==> src/sv/cdq_pkg.sv <==
package cdq_pkg;

    typedef enum logic [2:0] {
        OP_PUSH_FRONT = 3'd0,
        OP_PUSH_BACK  = 3'd1,
        OP_POP_FRONT  = 3'd2,
        OP_POP_BACK   = 3'd3,
        OP_LIST       = 3'd4
    } t_opcode;

    typedef enum logic [1:0] {
        ST_OK    = 2'd0,
        ST_UNDER = 2'd1,
        ST_OVER  = 2'd2
    } t_status;

    typedef enum logic [2:0] {
        S_IDLE,
        S_RD,
        S_OUT,
        S_LIST_RD,
        S_LIST_OUT
    } t_state;

    // controller to datapath
    typedef struct packed {
        logic    wr_front;
        logic    wr_back;
        logic    pop_front;
        logic    pop_back;
        logic    list_first;
        logic    list_next;
        logic    load_mem;
        logic    load_code;
        t_status code;
        logic    out_last;
    } t_cmd;

    // datapath to controller
    typedef struct packed {
        logic empty;
        logic full;
        logic list_more;
    } t_stat;

endpackage

==> src/sv/cdq_ctrl.sv <==
module cdq_ctrl (
    input  logic          i_clk,
    input  logic          i_rst_n,
    input  logic          i_in_valid,
    input  logic [2:0]    i_opcode,
    output logic          o_in_ready,
    output logic          o_out_valid,
    input  logic          i_out_ready,
    input  cdq_pkg::t_stat i_stat,
    output cdq_pkg::t_cmd  o_cmd
);
    import cdq_pkg::*;

    t_state r_state;
    t_state n_state;

    always_ff @(posedge i_clk) begin
        if (!i_rst_n) begin
            r_state <= S_IDLE;
        end else begin
            r_state <= n_state;
        end
    end

    always_comb begin
        n_state     = r_state;
        o_cmd       = '0;
        o_cmd.code  = ST_OK;
        o_in_ready  = 1'b0;
        o_out_valid = 1'b0;
        unique case (r_state)
            S_IDLE: begin
                o_in_ready = 1'b1;
                if (i_in_valid) begin
                    unique case (i_opcode)
                        OP_PUSH_FRONT, OP_PUSH_BACK: begin
                            o_cmd.load_code = 1'b1;
                            n_state         = S_OUT;
                            if (i_stat.full) begin
                                o_cmd.code = ST_OVER;
                            end else begin
                                o_cmd.wr_front = (i_opcode == OP_PUSH_FRONT);
                                o_cmd.wr_back  = (i_opcode == OP_PUSH_BACK);
                            end
                        end
                        OP_POP_FRONT, OP_POP_BACK: begin
                            if (i_stat.empty) begin
                                o_cmd.load_code = 1'b1;
                                o_cmd.code      = ST_UNDER;
                                n_state         = S_OUT;
                            end else begin
                                o_cmd.pop_front = (i_opcode == OP_POP_FRONT);
                                o_cmd.pop_back  = (i_opcode == OP_POP_BACK);
                                n_state         = S_RD;
                            end
                        end
                        OP_LIST: begin
                            if (i_stat.empty) begin
                                o_cmd.load_code = 1'b1;
                                o_cmd.code      = ST_UNDER;
                                n_state         = S_OUT;
                            end else begin
                                o_cmd.list_first = 1'b1;
                                n_state          = S_LIST_RD;
                            end
                        end
                        default: begin
                            // drop unused opcodes
                            n_state = S_IDLE;
                        end
                    endcase
                end
            end
            S_RD: begin
                o_cmd.load_mem = 1'b1;
                o_cmd.out_last = 1'b1;
                n_state        = S_OUT;
            end
            S_OUT: begin
                o_out_valid = 1'b1;
                if (i_out_ready) begin
                    n_state = S_IDLE;
                end
            end
            S_LIST_RD: begin
                o_cmd.load_mem = 1'b1;
                o_cmd.out_last = !i_stat.list_more;
                n_state        = S_LIST_OUT;
            end
            S_LIST_OUT: begin
                o_out_valid = 1'b1;
                if (i_out_ready) begin
                    if (i_stat.list_more) begin
                        o_cmd.list_next = 1'b1;
                        n_state         = S_LIST_RD;
                    end else begin
                        n_state = S_IDLE;
                    end
                end
            end
            default: begin
                n_state = S_IDLE;
            end
        endcase
    end

endmodule

==> src/sv/cdq_dpath.sv <==
module cdq_dpath #(
    parameter int DEPTH = 16
) (
    input  logic                i_clk,
    input  logic                i_rst_n,
    input  cdq_pkg::t_cmd       i_cmd,
    input  logic signed [31:0]  i_value,
    output cdq_pkg::t_stat      o_stat,
    output logic signed [31:0]  o_elem_value,
    output logic [1:0]          o_status,
    output logic                o_last
);
    import cdq_pkg::*;

    localparam int AW = $clog2(DEPTH);
    localparam int CW = $clog2(DEPTH + 1);
    localparam int SW = CW + 1;

    logic signed [31:0] r_mem [DEPTH];
    logic signed [31:0] r_rd_data;

    logic [AW-1:0] r_front;
    logic [AW-1:0] n_front;
    logic [CW-1:0] r_count;
    logic [CW-1:0] n_count;
    logic [AW-1:0] r_idx;
    logic [AW-1:0] n_idx;

    logic [AW-1:0] front_dec;
    logic [AW-1:0] rd_addr;
    logic [AW-1:0] wr_addr;
    logic [CW-1:0] idx_inc;

    // ring slot of front + off, with off below DEPTH
    function automatic logic [AW-1:0] slot(input logic [AW-1:0] base,
                                           input logic [CW-1:0] off);
        logic [SW-1:0] sum;
        sum = SW'(base) + SW'(off);
        if (sum >= SW'(DEPTH)) begin
            sum = sum - SW'(DEPTH);
        end
        return sum[AW-1:0];
    endfunction

    assign front_dec = (r_front == '0) ? AW'(DEPTH - 1) : r_front - AW'(1);
    assign idx_inc   = CW'(r_idx) + CW'(1);

    assign o_stat.empty     = (r_count == '0);
    assign o_stat.full      = (r_count == CW'(DEPTH));
    assign o_stat.list_more = (idx_inc < r_count);

    always_comb begin
        wr_addr = i_cmd.wr_front ? front_dec : slot(r_front, r_count);
        if (i_cmd.pop_back) begin
            rd_addr = slot(r_front, r_count - CW'(1));
        end else if (i_cmd.list_next) begin
            rd_addr = slot(r_front, idx_inc);
        end else begin
            rd_addr = r_front;
        end
    end

    always_comb begin
        n_front = r_front;
        n_count = r_count;
        n_idx   = r_idx;
        if (i_cmd.wr_front) begin
            n_front = front_dec;
        end
        if (i_cmd.pop_front) begin
            n_front = slot(r_front, CW'(1));
        end
        if (i_cmd.wr_front || i_cmd.wr_back) begin
            n_count = r_count + CW'(1);
        end
        if (i_cmd.pop_front || i_cmd.pop_back) begin
            n_count = r_count - CW'(1);
        end
        if (i_cmd.list_first) begin
            n_idx = '0;
        end
        if (i_cmd.list_next) begin
            n_idx = idx_inc[AW-1:0];
        end
    end

    always_ff @(posedge i_clk) begin
        if (!i_rst_n) begin
            r_front <= '0;
            r_count <= '0;
            r_idx   <= '0;
        end else begin
            r_front <= n_front;
            r_count <= n_count;
            r_idx   <= n_idx;
        end
    end

    always_ff @(posedge i_clk) begin
        if (i_cmd.wr_front || i_cmd.wr_back) begin
            r_mem[wr_addr] <= i_value;
        end
    end

    always_ff @(posedge i_clk) begin
        if (i_cmd.pop_front || i_cmd.pop_back || i_cmd.list_first || i_cmd.list_next) begin
            r_rd_data <= r_mem[rd_addr];
        end
    end

    always_ff @(posedge i_clk) begin
        if (i_cmd.load_mem) begin
            o_elem_value <= r_rd_data;
            o_status     <= ST_OK;
            o_last       <= i_cmd.out_last;
        end else if (i_cmd.load_code) begin
            o_elem_value <= '0;
            o_status     <= i_cmd.code;
            o_last       <= 1'b1;
        end
    end

endmodule

==> src/sv/circular_list_deque.sv <==
// Push: result valid in the cycle after the item is accepted (registered output).
// Pop: the memory read is registered (S_RD), then the result goes to the output registers (S_OUT).
// List: after accept, each stored element is read (S_LIST_RD), then presented (S_LIST_OUT),
// where output stalls hold it. Full or empty cases answer like a push.
// Only one result is in flight at a time; a new item waits until it is taken.
// Reset clears front index, element count and controller; the store keeps its contents.
module circular_list_deque #(
    parameter int DEPTH = 16
) (
    input  logic               i_clk,
    input  logic               i_rst_n,
    input  logic               i_in_valid,
    output logic               o_in_ready,
    input  logic [2:0]         i_opcode,
    input  logic signed [31:0] i_value,
    output logic               o_out_valid,
    input  logic               i_out_ready,
    output logic signed [31:0] o_elem_value,
    output logic [1:0]         o_status,
    output logic               o_last
);
    import cdq_pkg::*;

    t_cmd  cmd;
    t_stat stat;

    cdq_ctrl u_ctrl (
        .i_clk       (i_clk),
        .i_rst_n     (i_rst_n),
        .i_in_valid  (i_in_valid),
        .i_opcode    (i_opcode),
        .o_in_ready  (o_in_ready),
        .o_out_valid (o_out_valid),
        .i_out_ready (i_out_ready),
        .i_stat      (stat),
        .o_cmd       (cmd)
    );

    cdq_dpath #(
        .DEPTH (DEPTH)
    ) u_dpath (
        .i_clk        (i_clk),
        .i_rst_n      (i_rst_n),
        .i_cmd        (cmd),
        .i_value      (i_value),
        .o_stat       (stat),
        .o_elem_value (o_elem_value),
        .o_status     (o_status),
        .o_last       (o_last)
    );

endmodule
==> config.mk <==
export PLATFORM = sky130hd
export DESIGN_NAME = circular_list_deque
export DESIGN_NICKNAME = d
export VERILOG_FILES = /design/src/sv/cdq_pkg.sv /design/src/sv/cdq_ctrl.sv /design/src/sv/cdq_dpath.sv /design/src/sv/circular_list_deque.sv
export SDC_FILE = /design/constraint.sdc
export NUM_CORES = 1
export LEC_CHECK = 0
export BUFFER_PORTS_ARGS = -buffer_cell sky130_fd_sc_hd__buf_2
export CORE_AREA = 2 2 221 244
export DETAILED_ROUTE_END_ITERATION = 10
export DIE_AREA = 0 0 223 246
export SKIP_LAST_GASP = 1
export SLEW_MARGIN = 20
export SYNTH_ARGS = -nofsm -noshare
export SYNTH_HDL_FRONTEND = slang
export SYNTH_SLANG_ARGS = --single-unit
==> constraint.sdc <==
create_clock -name i_clk -period 6.5 [get_ports i_clk]
set_clock_uncertainty 0.2 [all_clocks]
set_input_delay 0 -clock i_clk [delete_from_list [all_inputs] [get_ports i_clk]]
set_output_delay 0 -clock i_clk [all_outputs]
set_load 0.05 [all_outputs]
-- Word-level counts from Yosys, hierarchy flattened
Memories as Yosys holds them, arrays and structs flattened. A register that Yosys moved wholly into a read port is not among the register bits.
Cells that the tools add are included.
- $lt $le $gt $ge: 5
- reduce and logical (&&, ||, !) cells: 19
- equality and inequality tests: 12
- mux-type cells: 48
- add/sub/neg operators: 12
- operators with widths (operator ; number):
    32-bit two-way mux ; 2
    4-bit two-way mux ; 12
    5-bit two-way mux ; 4
    4-bit by 1-bit subtractor with 4-bit output, second input constant ; 5
    4-bit by 5-bit adder with 6-bit output ; 3
    6-bit by 5-bit greater-or-equal comparator with 1-bit output, second input constant ; 3
    3-bit two-way mux ; 6
    3-bit case mux with 5 select lines ; 1
    2-bit two-way mux ; 7
    1-bit two-way mux ; 13
    3-bit by 2-bit == test with 1-bit output, second input constant ; 4
    4-bit by 1-bit adder with 5-bit output, second input constant ; 2
    2-bit nonzero test ; 4
    2-bit OR reduction ; 4
    3-bit by 1-bit == test with 1-bit output, second input constant ; 2
    3-bit == test, second input constant ; 2
    3-bit zero test ; 2
    2-bit inequality test, second input constant ; 3
    2-bit case mux with 3 select lines ; 1
    3-bit case mux with 2 select lines ; 1
    5-bit by 1-bit adder with 5-bit output, second input constant ; 1
    5-bit == test, second input constant ; 1
    5-bit greater-or-equal comparator, second input constant ; 1
    5-bit zero test ; 1
    other kinds (8) ; 11
- memories: 1
- bits in registers: 51
- RAM bits: 512
- logic and storage cells: 104
- memories (memory ; words ; width ; rd ports ; clocked after Yosys merged registers in ; write ports ; line ; source):
    u_dpath.r_mem ; 16 ; 32 ; 1 ; 1 ; 1 ; cdq_dpath.sv:19 ; logic signed [31:0] r_mem [DEPTH];

-- Logic depth before layout (Yosys ltp)
Gate-level depths: netlist of the first run.
- depth after elaboration: 8
- depth in mapped cells: 13
- depth with buffers taken out: 12

-- Modules after synthesis
A second synthesis of the first run with hierarchy kept.
- cells, all modules: 1354
- area, all modules: 24005.5 µm²
- modules (own cells, without submodules) (module ; times used ; cells an instance ; seq. area each (µm²) ; area an instance (µm²)):
    cdq_dpath ; 1 ; 1302 ; 17626.9 ; 23660.2
    cdq_ctrl ; 1 ; 52 ; 60.1 ; 345.3

-- Worst setup path before layout of the first run
OpenSTA, ideal clock, no wires.
- path kind: reg2reg
- start point: reg u_dpath.r_count[0]
- end point: mem u_dpath.r_mem[5][0], enable pin
- setup time: 0.421 ns
- slack: 2.403 ns
- cell stages (with the launch flop): 11
- data required time: 5.879 ns
- period minus slack after synthesis: 4.097 ns
- data arrival time: 3.476 ns
- cells stage by stage: dfxtp_1 inv_1 ha_1 and3_1 and2_1 nor4_1 clkbuf_1 nand2_1 o21ai_0 nand2_1 nor2_1
- word-level cells in the longest chain between the ends: 8
- ends and longest elaborated chain (what ; line ; source):
    from (decl) ; cdq_dpath.sv:24 ; logic [CW-1:0] r_count;
    from (signal assigned) ; cdq_dpath.sv:94 ; r_count <= n_count;
    parallel branches: the longest is 8 deep, another holds 4-bit by 5-bit adder with 6-bit output ; n/a ;
    to (decl) ; cdq_dpath.sv:19 ;
Several ways; the timed one is not identified.

-- Final worst setup path of the first run
- start point: reg u_dpath.r_idx[0]
- end point: reg u_dpath.r_rd_data[31] (read register of u_dpath.r_mem), data pin
- word-level cells in the longest chain between the ends: 7
- ends and longest elaborated chain (what ; line ; source):
    from (decl) ; cdq_dpath.sv:26 ; logic [AW-1:0] r_idx;
    from (signal assigned) ; cdq_dpath.sv:95 ; r_idx <= n_idx;
    4-bit by 1-bit adder with 5-bit output * ; cdq_dpath.sv:46 ; assign idx_inc = CW'(r_idx) + CW'(1);
    parallel branches: the longest is 6 deep, another holds 4-bit by 5-bit adder with 6-bit output ; n/a ;
    to (decl) ; cdq_dpath.sv:20 ; logic signed [31:0] r_rd_data;
Mark *: on every way between the ends.
A chain may end at the register's enable or synchronous reset.

==> results of run 1 <==
## metrics by stage
| stage | util [%] | setup slack, ns | instances | cell area [um2] | power [W] |
|---|---|---|---|---|---|
| 3_3_place_gp | 47.13 | 1.874 | 2055 | 24650 | 0.004831 |
| 4_1_cts | 51.75 | 1.828 | 2204 | 27070 | 0.008303 |
| 5_1_grt | 51.83 | 1.629 | 2205 | 27110 | 0.008482 |
| 6_report | 51.83 | 1.733 | 2205 | 27110 | 0.008232 |
| 3_5_place_dp | 47.13 | 1.803 | 2055 | 24650 | 0.004839 |
| 2_1_floorplan | - | 2.403 | 1339 | 23340 | 0.004674 |
## layout make-up
class	count	area share (%)
flip-flops and latches	595	65.25
multi-input cells	665	20.09
clock buffers	69	5.664
repair buffers	152	4.099
well taps	675	3.116
clock inverters	35	1.592
inverters	14	0.1939
## final timing paths
path | start | end | slack [ns]
min | i_value[15] | u_dpath.r_mem[4][15] | 0.1
min reg2reg | u_dpath.o_status[1] | u_dpath.o_status[1] | 0.27
max | u_dpath.r_idx[0] | u_dpath.r_rd_data[31] | 1.73
max reg2reg | u_dpath.r_idx[0] | u_dpath.r_rd_data[31] | 1.73
## synth_stat cells (all sizes together), types with 5 or more instances
cell type	number	area (um2)
edfxtp	577	17330
a21o	6	45.04
mux2i	258	2582
ha	18	225.2
o22ai	128	800.8
buf	54	297.8
clkbuf	11	41.29
and2	34	212.7
or4	33	247.7
xor2	7	61.31
a21oi	18	90.09
xnor2	10	87.58
a22oi	5	37.54
dfxtp	18	360.4
o21ai	14	70.07
nor3	10	50.05
nand3	14	85.08
nand2	24	97.59
inv	14	52.55
nor2	42	157.7
## state kept, by name, summed over array words and instances (netlist names)
signal and cells:
u_ctrl.r_state 3, u_dpath.o_elem_value 32, u_dpath.o_last 1, u_dpath.o_status 2, u_dpath.r_count 5, u_dpath.r_front 4
u_dpath.r_idx 4, u_dpath.r_mem 512, u_dpath.r_rd_data 32
## routing by layer
layer,share of wire (%),routed length [um],up-vias,track usage (%)
met5,0.021,11,-,0
met4,2.8,1462,2,6.396
met3,4.7,2494,91,2.409
met2,49,26140,308,33.04
met1,43,23000,6192,26.07
li1,-,-,5636,-
## power by group through the flow
stage               logic (W)  registers (W)  clock network (W)
floorplan            0.000251        0.00442                  0
finish               0.000501        0.00428            0.00345
detailed placement   0.000477        0.00436                  0
global placement     0.000471        0.00436                  0
CTS                  0.000504        0.00428            0.00352
global route         0.000539        0.00428            0.00366
## cells by family after synthesis
kind of cell             Yosys count  synth area share (%)
adder cells (fa/ha/maj)           21                 1.222
AO/OA/AOI/OAI                    189                 5.153
flip-flops                       595                 75.79
AND/OR/NAND/NOR                  180                 4.450
multiplexers                     258                 11.07
buffers and inverters             79                 1.678
XOR/XNOR                          17                0.6380
## cells in the final DEF, fill, tap and decap left out, types with 3 or more instances in the layout
cell type | netlist | routed
and2_1 | 34 | 34
xnor2_1 | 10 | 10
nor2_4 | 0 | 16
or4_1 | 33 | 33
and3_1 | 4 | 4
a22oi_1 | 5 | 5
dlygate4sd3_1 | 0 | 45
a21o_1 | 6 | 6
clkinv_2 | 0 | 13
bufinv_16 | 0 | 9
buf_2 | 46 | 75
dfxtp_1 | 18 | 18
a21oi_1 | 18 | 18
o21ai_0 | 12 | 12
nor2_1 | 42 | 26
clkbuf_16 | 0 | 60
edfxtp_1 | 577 | 577
clkinvlp_4 | 0 | 3
buf_4 | 6 | 29
mux2i_1 | 258 | 258
nand2_1 | 23 | 22
ha_1 | 18 | 18
nand3_2 | 3 | 8
nand3_1 | 11 | 6
o22ai_1 | 128 | 128
fa_1 | 3 | 3
nor3b_1 | 4 | 4
nor3_1 | 10 | 10
xor2_1 | 7 | 7
clkinv_1 | 0 | 7
inv_1 | 14 | 14
clkbuf_1 | 11 | 9
a211oi_1 | 3 | 3
o21a_1 | 4 | 4
==> out/metrics.cfg, run 1 <==
[run_status]
status = complete, no violations

[power]
power_density_nw_per_um2 = 303.7
combPwrFrac_pct = 6.1
p_leak_nw = 10.51
irDropWorstVdd_v = 0.0002235
seqPwrFrac_pct = 52.0
netSwitchingFraction_pct = 21.36
internal_power_w = 0.006474
clkPwrFrac_pct = 41.9
p_sw_w = 0.001758

[global_routing]
gr-total-overflow = 0
gr-usage-all-layers_pct = 19.43
grt_max_degree = 151
antenna_found_initial = 1
grt_pass1_wl_um = 78540
grt_pass1_vias = 12220

[cts]
h-tree-depth = 2
numCtsBuffers = 58
cts-root-buf = clkbuf_16
postCtsHoldBufs = 45
clkLatencyLatePin_ns = 0.62
cts_tree = yes
cts_resized = 0
path_clk_slew_ns = 0.06
clock_path_buffers = 3
postCtsSetupRepairBufs = 0
cts.sinks = 595

[detailed_routing]
antenna_left = 0
via_per_inst = 5.546
num_vias = 12230
drc = 0
first_pass_iters = 5
wire_per_inst_um = 24.08
first_iter_violations = 843
wirelength_um = 53100

[critical_path]
crit_fanout = 150
required_ns = 6.64
critical_path.startpoint_type = flop
cp_cell_sequence = nand3_1 -> xnor2_1 -> ha_1 -> and4bb_1 -> o211a_1 -> o21a_1 -> a21oi_1 -> o2bb2ai_4 -> buf_12 -> mux2i_1 -> o22ai_1 -> or4_1
ff2ff_path_depth = 12
path_class = flop to flop
cp_num_cells = 12
slowest_delay_ns = 0.68
cpMaxStageDelayCell = buf_12
cp_num_buf_inv = 1
critPathCaptureType = flop
cp_data_arrival_time_ns = 4.91
critPathTopFamily = compound AO/OA/AOI/OAI gates

[die]
start_util_pct = 44.62
dieArea_um2 = 54860
core_um2 = 52300
row_count = 88
dieWidth_um = 223
fp.dieH_um = 246
ios = 76

[sta]
setup_viol = 0
finalCritPeriodShare_pct = 73.34
hold_ws_ns = 0.09532
rsz0062_at_grt = no
fmax_mhz = 209.8
period_needed_ns = 4.767
fin_setup_tns_ns = 0
worst_pin_slew_ns = 1.231
slew_viol_final = 0
hold_violations = 0
relSlewSlack_pct = 17.92

[synth]
netlist_area_um2 = 23340
ys_seq_area_share_pct = 75.79
synth-edff-count = 577
avgSynthCellArea_um2 = 17.43
yosysWarnings = 0
synthFlopType = edfxtp_1
ys_ff_latch = 595
ys_types = 49
postSynthCellCount = 1339
synth_nets = 1399
async_flop_share_pct = 0

[final_layout]
fillers = 4190
drive_above_1_share_pct = 15.10
ff_latch_area_um2 = 17690
multi_input_area_um2 = 5445
syn2layout_area_growth_pct = 16.16
nNetsFinal = 1546
antennaDiodeCount = 0

[hold_path]
hold_depth = 2
hold_path_class = input port to flop

[flow_run]
cap_violations = 0

[place]
gp_congestion = 0.7846
dpl.hpwl_um = 28480
portBuffers = 75

No activity file was read; power rests on OpenSTA's default activity.
==> inputs of run 2 (changes only) <==
ABC_AREA = 1   (was not set)
CORE_AREA = 2 2 235 260   (was 2 2 221 244)
DIE_AREA = 0 0 237 262   (was 0 0 223 246)
clock period = 4.91 ns   (was 6.5 ns; I/O delays follow)
==> out/metrics.cfg, run 2 <==
[detailed_routing]
via_per_inst = 5.169  ; was 5.546
first_iter_violations = 1760  ; was 843
antenna_left = 0  ; unchanged
num_vias = 17940  ; was 12230
wirelength_um = 66750  ; was 53100 um
drc = 0  ; unchanged
wire_per_inst_um = 19.23  ; was 24.08 um
first_pass_iters = 6  ; was 5

[cts]
cts.sinks = 595  ; unchanged
clkLatencyLatePin_ns = 0.62  ; about the same
postCtsSetupRepairBufs = 0  ; unchanged
path_clk_slew_ns = 0.06  ; about the same
cts_resized = 0  ; unchanged
numCtsBuffers = 60  ; was 58
cts_tree = yes  ; unchanged
cts-root-buf = clkbuf_16  ; unchanged
h-tree-depth = 2  ; unchanged
postCtsHoldBufs = 40  ; was 45
clock_path_buffers = 3  ; unchanged

[critical_path]
cp_cell_sequence = ha_1 -> xor2_1 -> ha_1 -> nand2_1 -> nand2_1 -> a21oi_1 -> nand4_2 -> nand2_1 -> nand3_4 -> nand2_8 -> buf_4 -> nand2_1 -> nand3_1 -> nand3_1 -> nand3_1 -> nand2_1  ; was nand3_1 -> xnor2_1 -> ha_1 -> and4bb_1 -> o211a_1 -> o21a_1 -> a21oi_1 -> o2bb2ai_4 -> buf_12 -> mux2i_1 -> o22ai_1 -> or4_1
cp_num_cells = 16  ; was 12
critPathCaptureType = flop  ; unchanged
critPathTopFamily = simple AND/OR/NAND/NOR gates  ; was compound AO/OA/AOI/OAI gates
crit_fanout = 71  ; was 150
r2r_slack_ns = 1.01  ; was 1.73 ns
critical_path.startpoint_type = flop  ; unchanged
ff2ff_path_depth = 16  ; was 12
cpMaxStageDelayCell = buf_4  ; was buf_12
path_class = flop to flop  ; unchanged
cp_num_buf_inv = 1  ; unchanged
slowest_delay_ns = 0.49  ; was 0.68 ns
cpMostUsedCell = nand2_1
required_ns = 5.07  ; was 6.64 ns
cp_data_arrival_time_ns = 4.06  ; was 4.91 ns

[power]
netSwitchingFraction_pct = 24.16  ; was 21.36%
combPwrFrac_pct = 9.8  ; was 6.1%
power_density_nw_per_um2 = 373.7  ; was 303.7 nW/um2
p_leak_nw = 12.93  ; was 10.51 nW
p_sw_w = 0.002724  ; was 0.001758 W
internal_power_w = 0.008549  ; was 0.006474 W
irDropWorstVdd_v = 0.0002750  ; was 0.0002235 V
total_power_w = 0.01127  ; was 0.008232 W
clkPwrFrac_pct = 39.5  ; was 41.9%
seqPwrFrac_pct = 50.6  ; was 52.0%

[die]
ios = 76  ; unchanged
start_util_pct = 44.75  ; was 44.62%
row_count = 94  ; was 88
dieWidth_um = 237  ; was 223 um
core_um2 = 59390  ; was 52300 um2
dieArea_um2 = 62090  ; was 54860 um2
fp.dieH_um = 262  ; was 246 um

[synth]
async_flop_share_pct = 0  ; unchanged
yosysMostFrequentCell = nand3_1  ; was edfxtp_1
ys_seq_area_share_pct = 66.54  ; was 75.79%
ys_ff_latch = 595  ; unchanged
avgSynthCellArea_um2 = 10.39  ; was 17.43 um2
postSynthCellCount = 2559  ; was 1339
synthFlopType = edfxtp_1  ; unchanged
yosysWarnings = 0  ; unchanged
synth-edff-count = 577  ; unchanged
netlist_area_um2 = 26580  ; was 23340 um2
synth_nets = 2619  ; was 1399
yosys.area.top_type = edfxtp_1  ; unchanged
netlist.area_leader.share_pct = 65.18  ; was 74.25%
synth_commonest_cells = nand3_1, inv_1, edfxtp_1  ; was edfxtp_1, mux2i_1, o22ai_1
yosys-top-cells-area = edfxtp_1, nand3_1, inv_1  ; was edfxtp_1, mux2i_1, o22ai_1
ys_types = 37  ; was 49

[final_layout]
drive_above_1_share_pct = 8.771  ; was 15.10%
mostFrequentLayoutCells = nand3_1, inv_1, edfxtp_1  ; was edfxtp_1, mux2i_1, o22ai_1
nNetsFinal = 2716  ; was 1546
largest_reg_flops = 512  ; unchanged
final_core_util_pct = 50.78  ; was 51.83%
reg.largest.list = u_dpath.r_mem x512, u_dpath.o_elem_value x32, u_dpath.r_rd_data x32  ; unchanged
final_common_cell = nand3_1  ; was edfxtp_1
syn2layout_area_growth_pct = 13.47  ; was 16.16%
regMostFlops = u_dpath.r_mem  ; unchanged

[sta]
slew_viol_final = 0  ; unchanged
worst_slack_ns = 1.006  ; was 1.733 ns
fmax_mhz = 256.2  ; was 209.8 MHz
finalCritPeriodShare_pct = 79.51  ; was 73.34%
hold_ws_ns = 0.08530  ; was 0.09532 ns
rsz0062_at_grt = no  ; unchanged
hold_violations = 0  ; unchanged
period_needed_ns = 3.904  ; was 4.767 ns
worst_pin_slew_ns = 1.031  ; was 1.231 ns
fin_setup_tns_ns = 0  ; unchanged
relSlewSlack_pct = 31.30  ; was 17.92%
setup_viol = 0  ; unchanged

[global_routing]
gr-usage-all-layers_pct = 21.50  ; was 19.43%
grt_max_degree = 129  ; was 151
antenna_found_initial = 1  ; unchanged
grt_pass1_wl_um = 101800  ; was 78540 um
grt_pass1_vias = 17220  ; was 12220
gr-total-overflow = 0  ; unchanged

[flow_run]
cap_violations = 0  ; unchanged

[hold_path]
hold_depth = 4  ; was 2
hold_path_class = input port to flop  ; unchanged

[place]
pre_cts_slack_ns = 1.039  ; was 1.803 ns
portBuffers = 75  ; unchanged
gp_congestion = 0.8453  ; was 0.7846
dpl.hpwl_um = 35280  ; was 28480 um

[run_status]
status = complete, no violations  ; unchanged

==> run 2: changes by cell type in the layout (fill, tap and decap cells not counted), moves of 39 or more <==
cell	change
nor2_1	+39
nand2_1	+419
inv_1	+573
nand3_1	+613
o22ai_1	-128
mux2i_1	-258
==> run 2: cell type report <==
class                           count  area [um2]
Antenna cell                        1       2.502
Clock buffer                       82        1635
Fill cell                        5169       29230
Tap cell                          768       960.9
Sequential cell                   595       17690
Inverter                          593        2226
Multi-Input combinational cell   1247        6113
Clock inverter                     26       256.5
Timing Repair Buffer              159        1281
==> run 2: power by group through the flow <==
| stage | clock network [W] | registers (W) | logic, W |
|---|---|---|---|
| 6_report | 0.00446 | 0.00571 | 0.00111 |
| 5_1_grt | 0.00470 | 0.00571 | 0.00123 |
| 3_3_place_gp | 0 | 0.00581 | 0.00107 |
| 4_1_cts | 0.00453 | 0.00571 | 0.00111 |
| 3_5_place_dp | 0 | 0.00581 | 0.00108 |
| 2_1_floorplan | 0 | 0.00589 | 0.000645 |
==> run 2: kinds of logic (layout without fill, tap and decap cells) <==
logic type | Yosys count | after routing | share of synthesized area [%]
other | 0 | 1 | 0
XOR/XNOR | 13 | 13 | 0.4283
adder cells (fa/ha/maj) | 21 | 21 | 1.073
AND/OR/NAND/NOR | 1163 | 1163 | 19.70
AO/OA/AOI/OAI | 50 | 50 | 1.087
flip-flops | 595 | 595 | 66.54
buffers and inverters | 717 | 860 | 11.17
==> run 2: final timing paths <==
| kind | to | from |
|---|---|---|
| max | u_dpath.r_rd_data[11] | u_dpath.r_idx[0] |
| min | u_dpath.r_count[0] | i_rst_n |
| max reg2reg | u_dpath.r_rd_data[11] | u_dpath.r_idx[0] |
| min reg2reg | u_dpath.r_idx[3] | u_dpath.r_idx[3] |
==> run 2: worst min-delay path, cell delays in order <==
cell and delay, ns:
dlygate4sd3_1 0.53, buf_2 0.19, o21ai_0 0.09, a21oi_1 0.04
==> run 2: metrics by stage <==
step / instances / cell area, um2
after global placement: 3322 / 27870
after detailed placement: 3322 / 27870
after global routing: 3471 / 30160
final: 3471 / 30160
after CTS: 3470 / 30160
after floorplan: 2559 / 26580
==> run 2: per-layer routing <==
metal / global-route usage [%] / share of wire (%) / vias to the layer above
met2: 35.88 / 47 / 623
li1: - / - / 8543
met5: 0 / 0 / -
met4: 6.364 / 2.6 / 0
met1: 29.08 / 43 / 8655
met3: 3.697 / 6.6 / 120
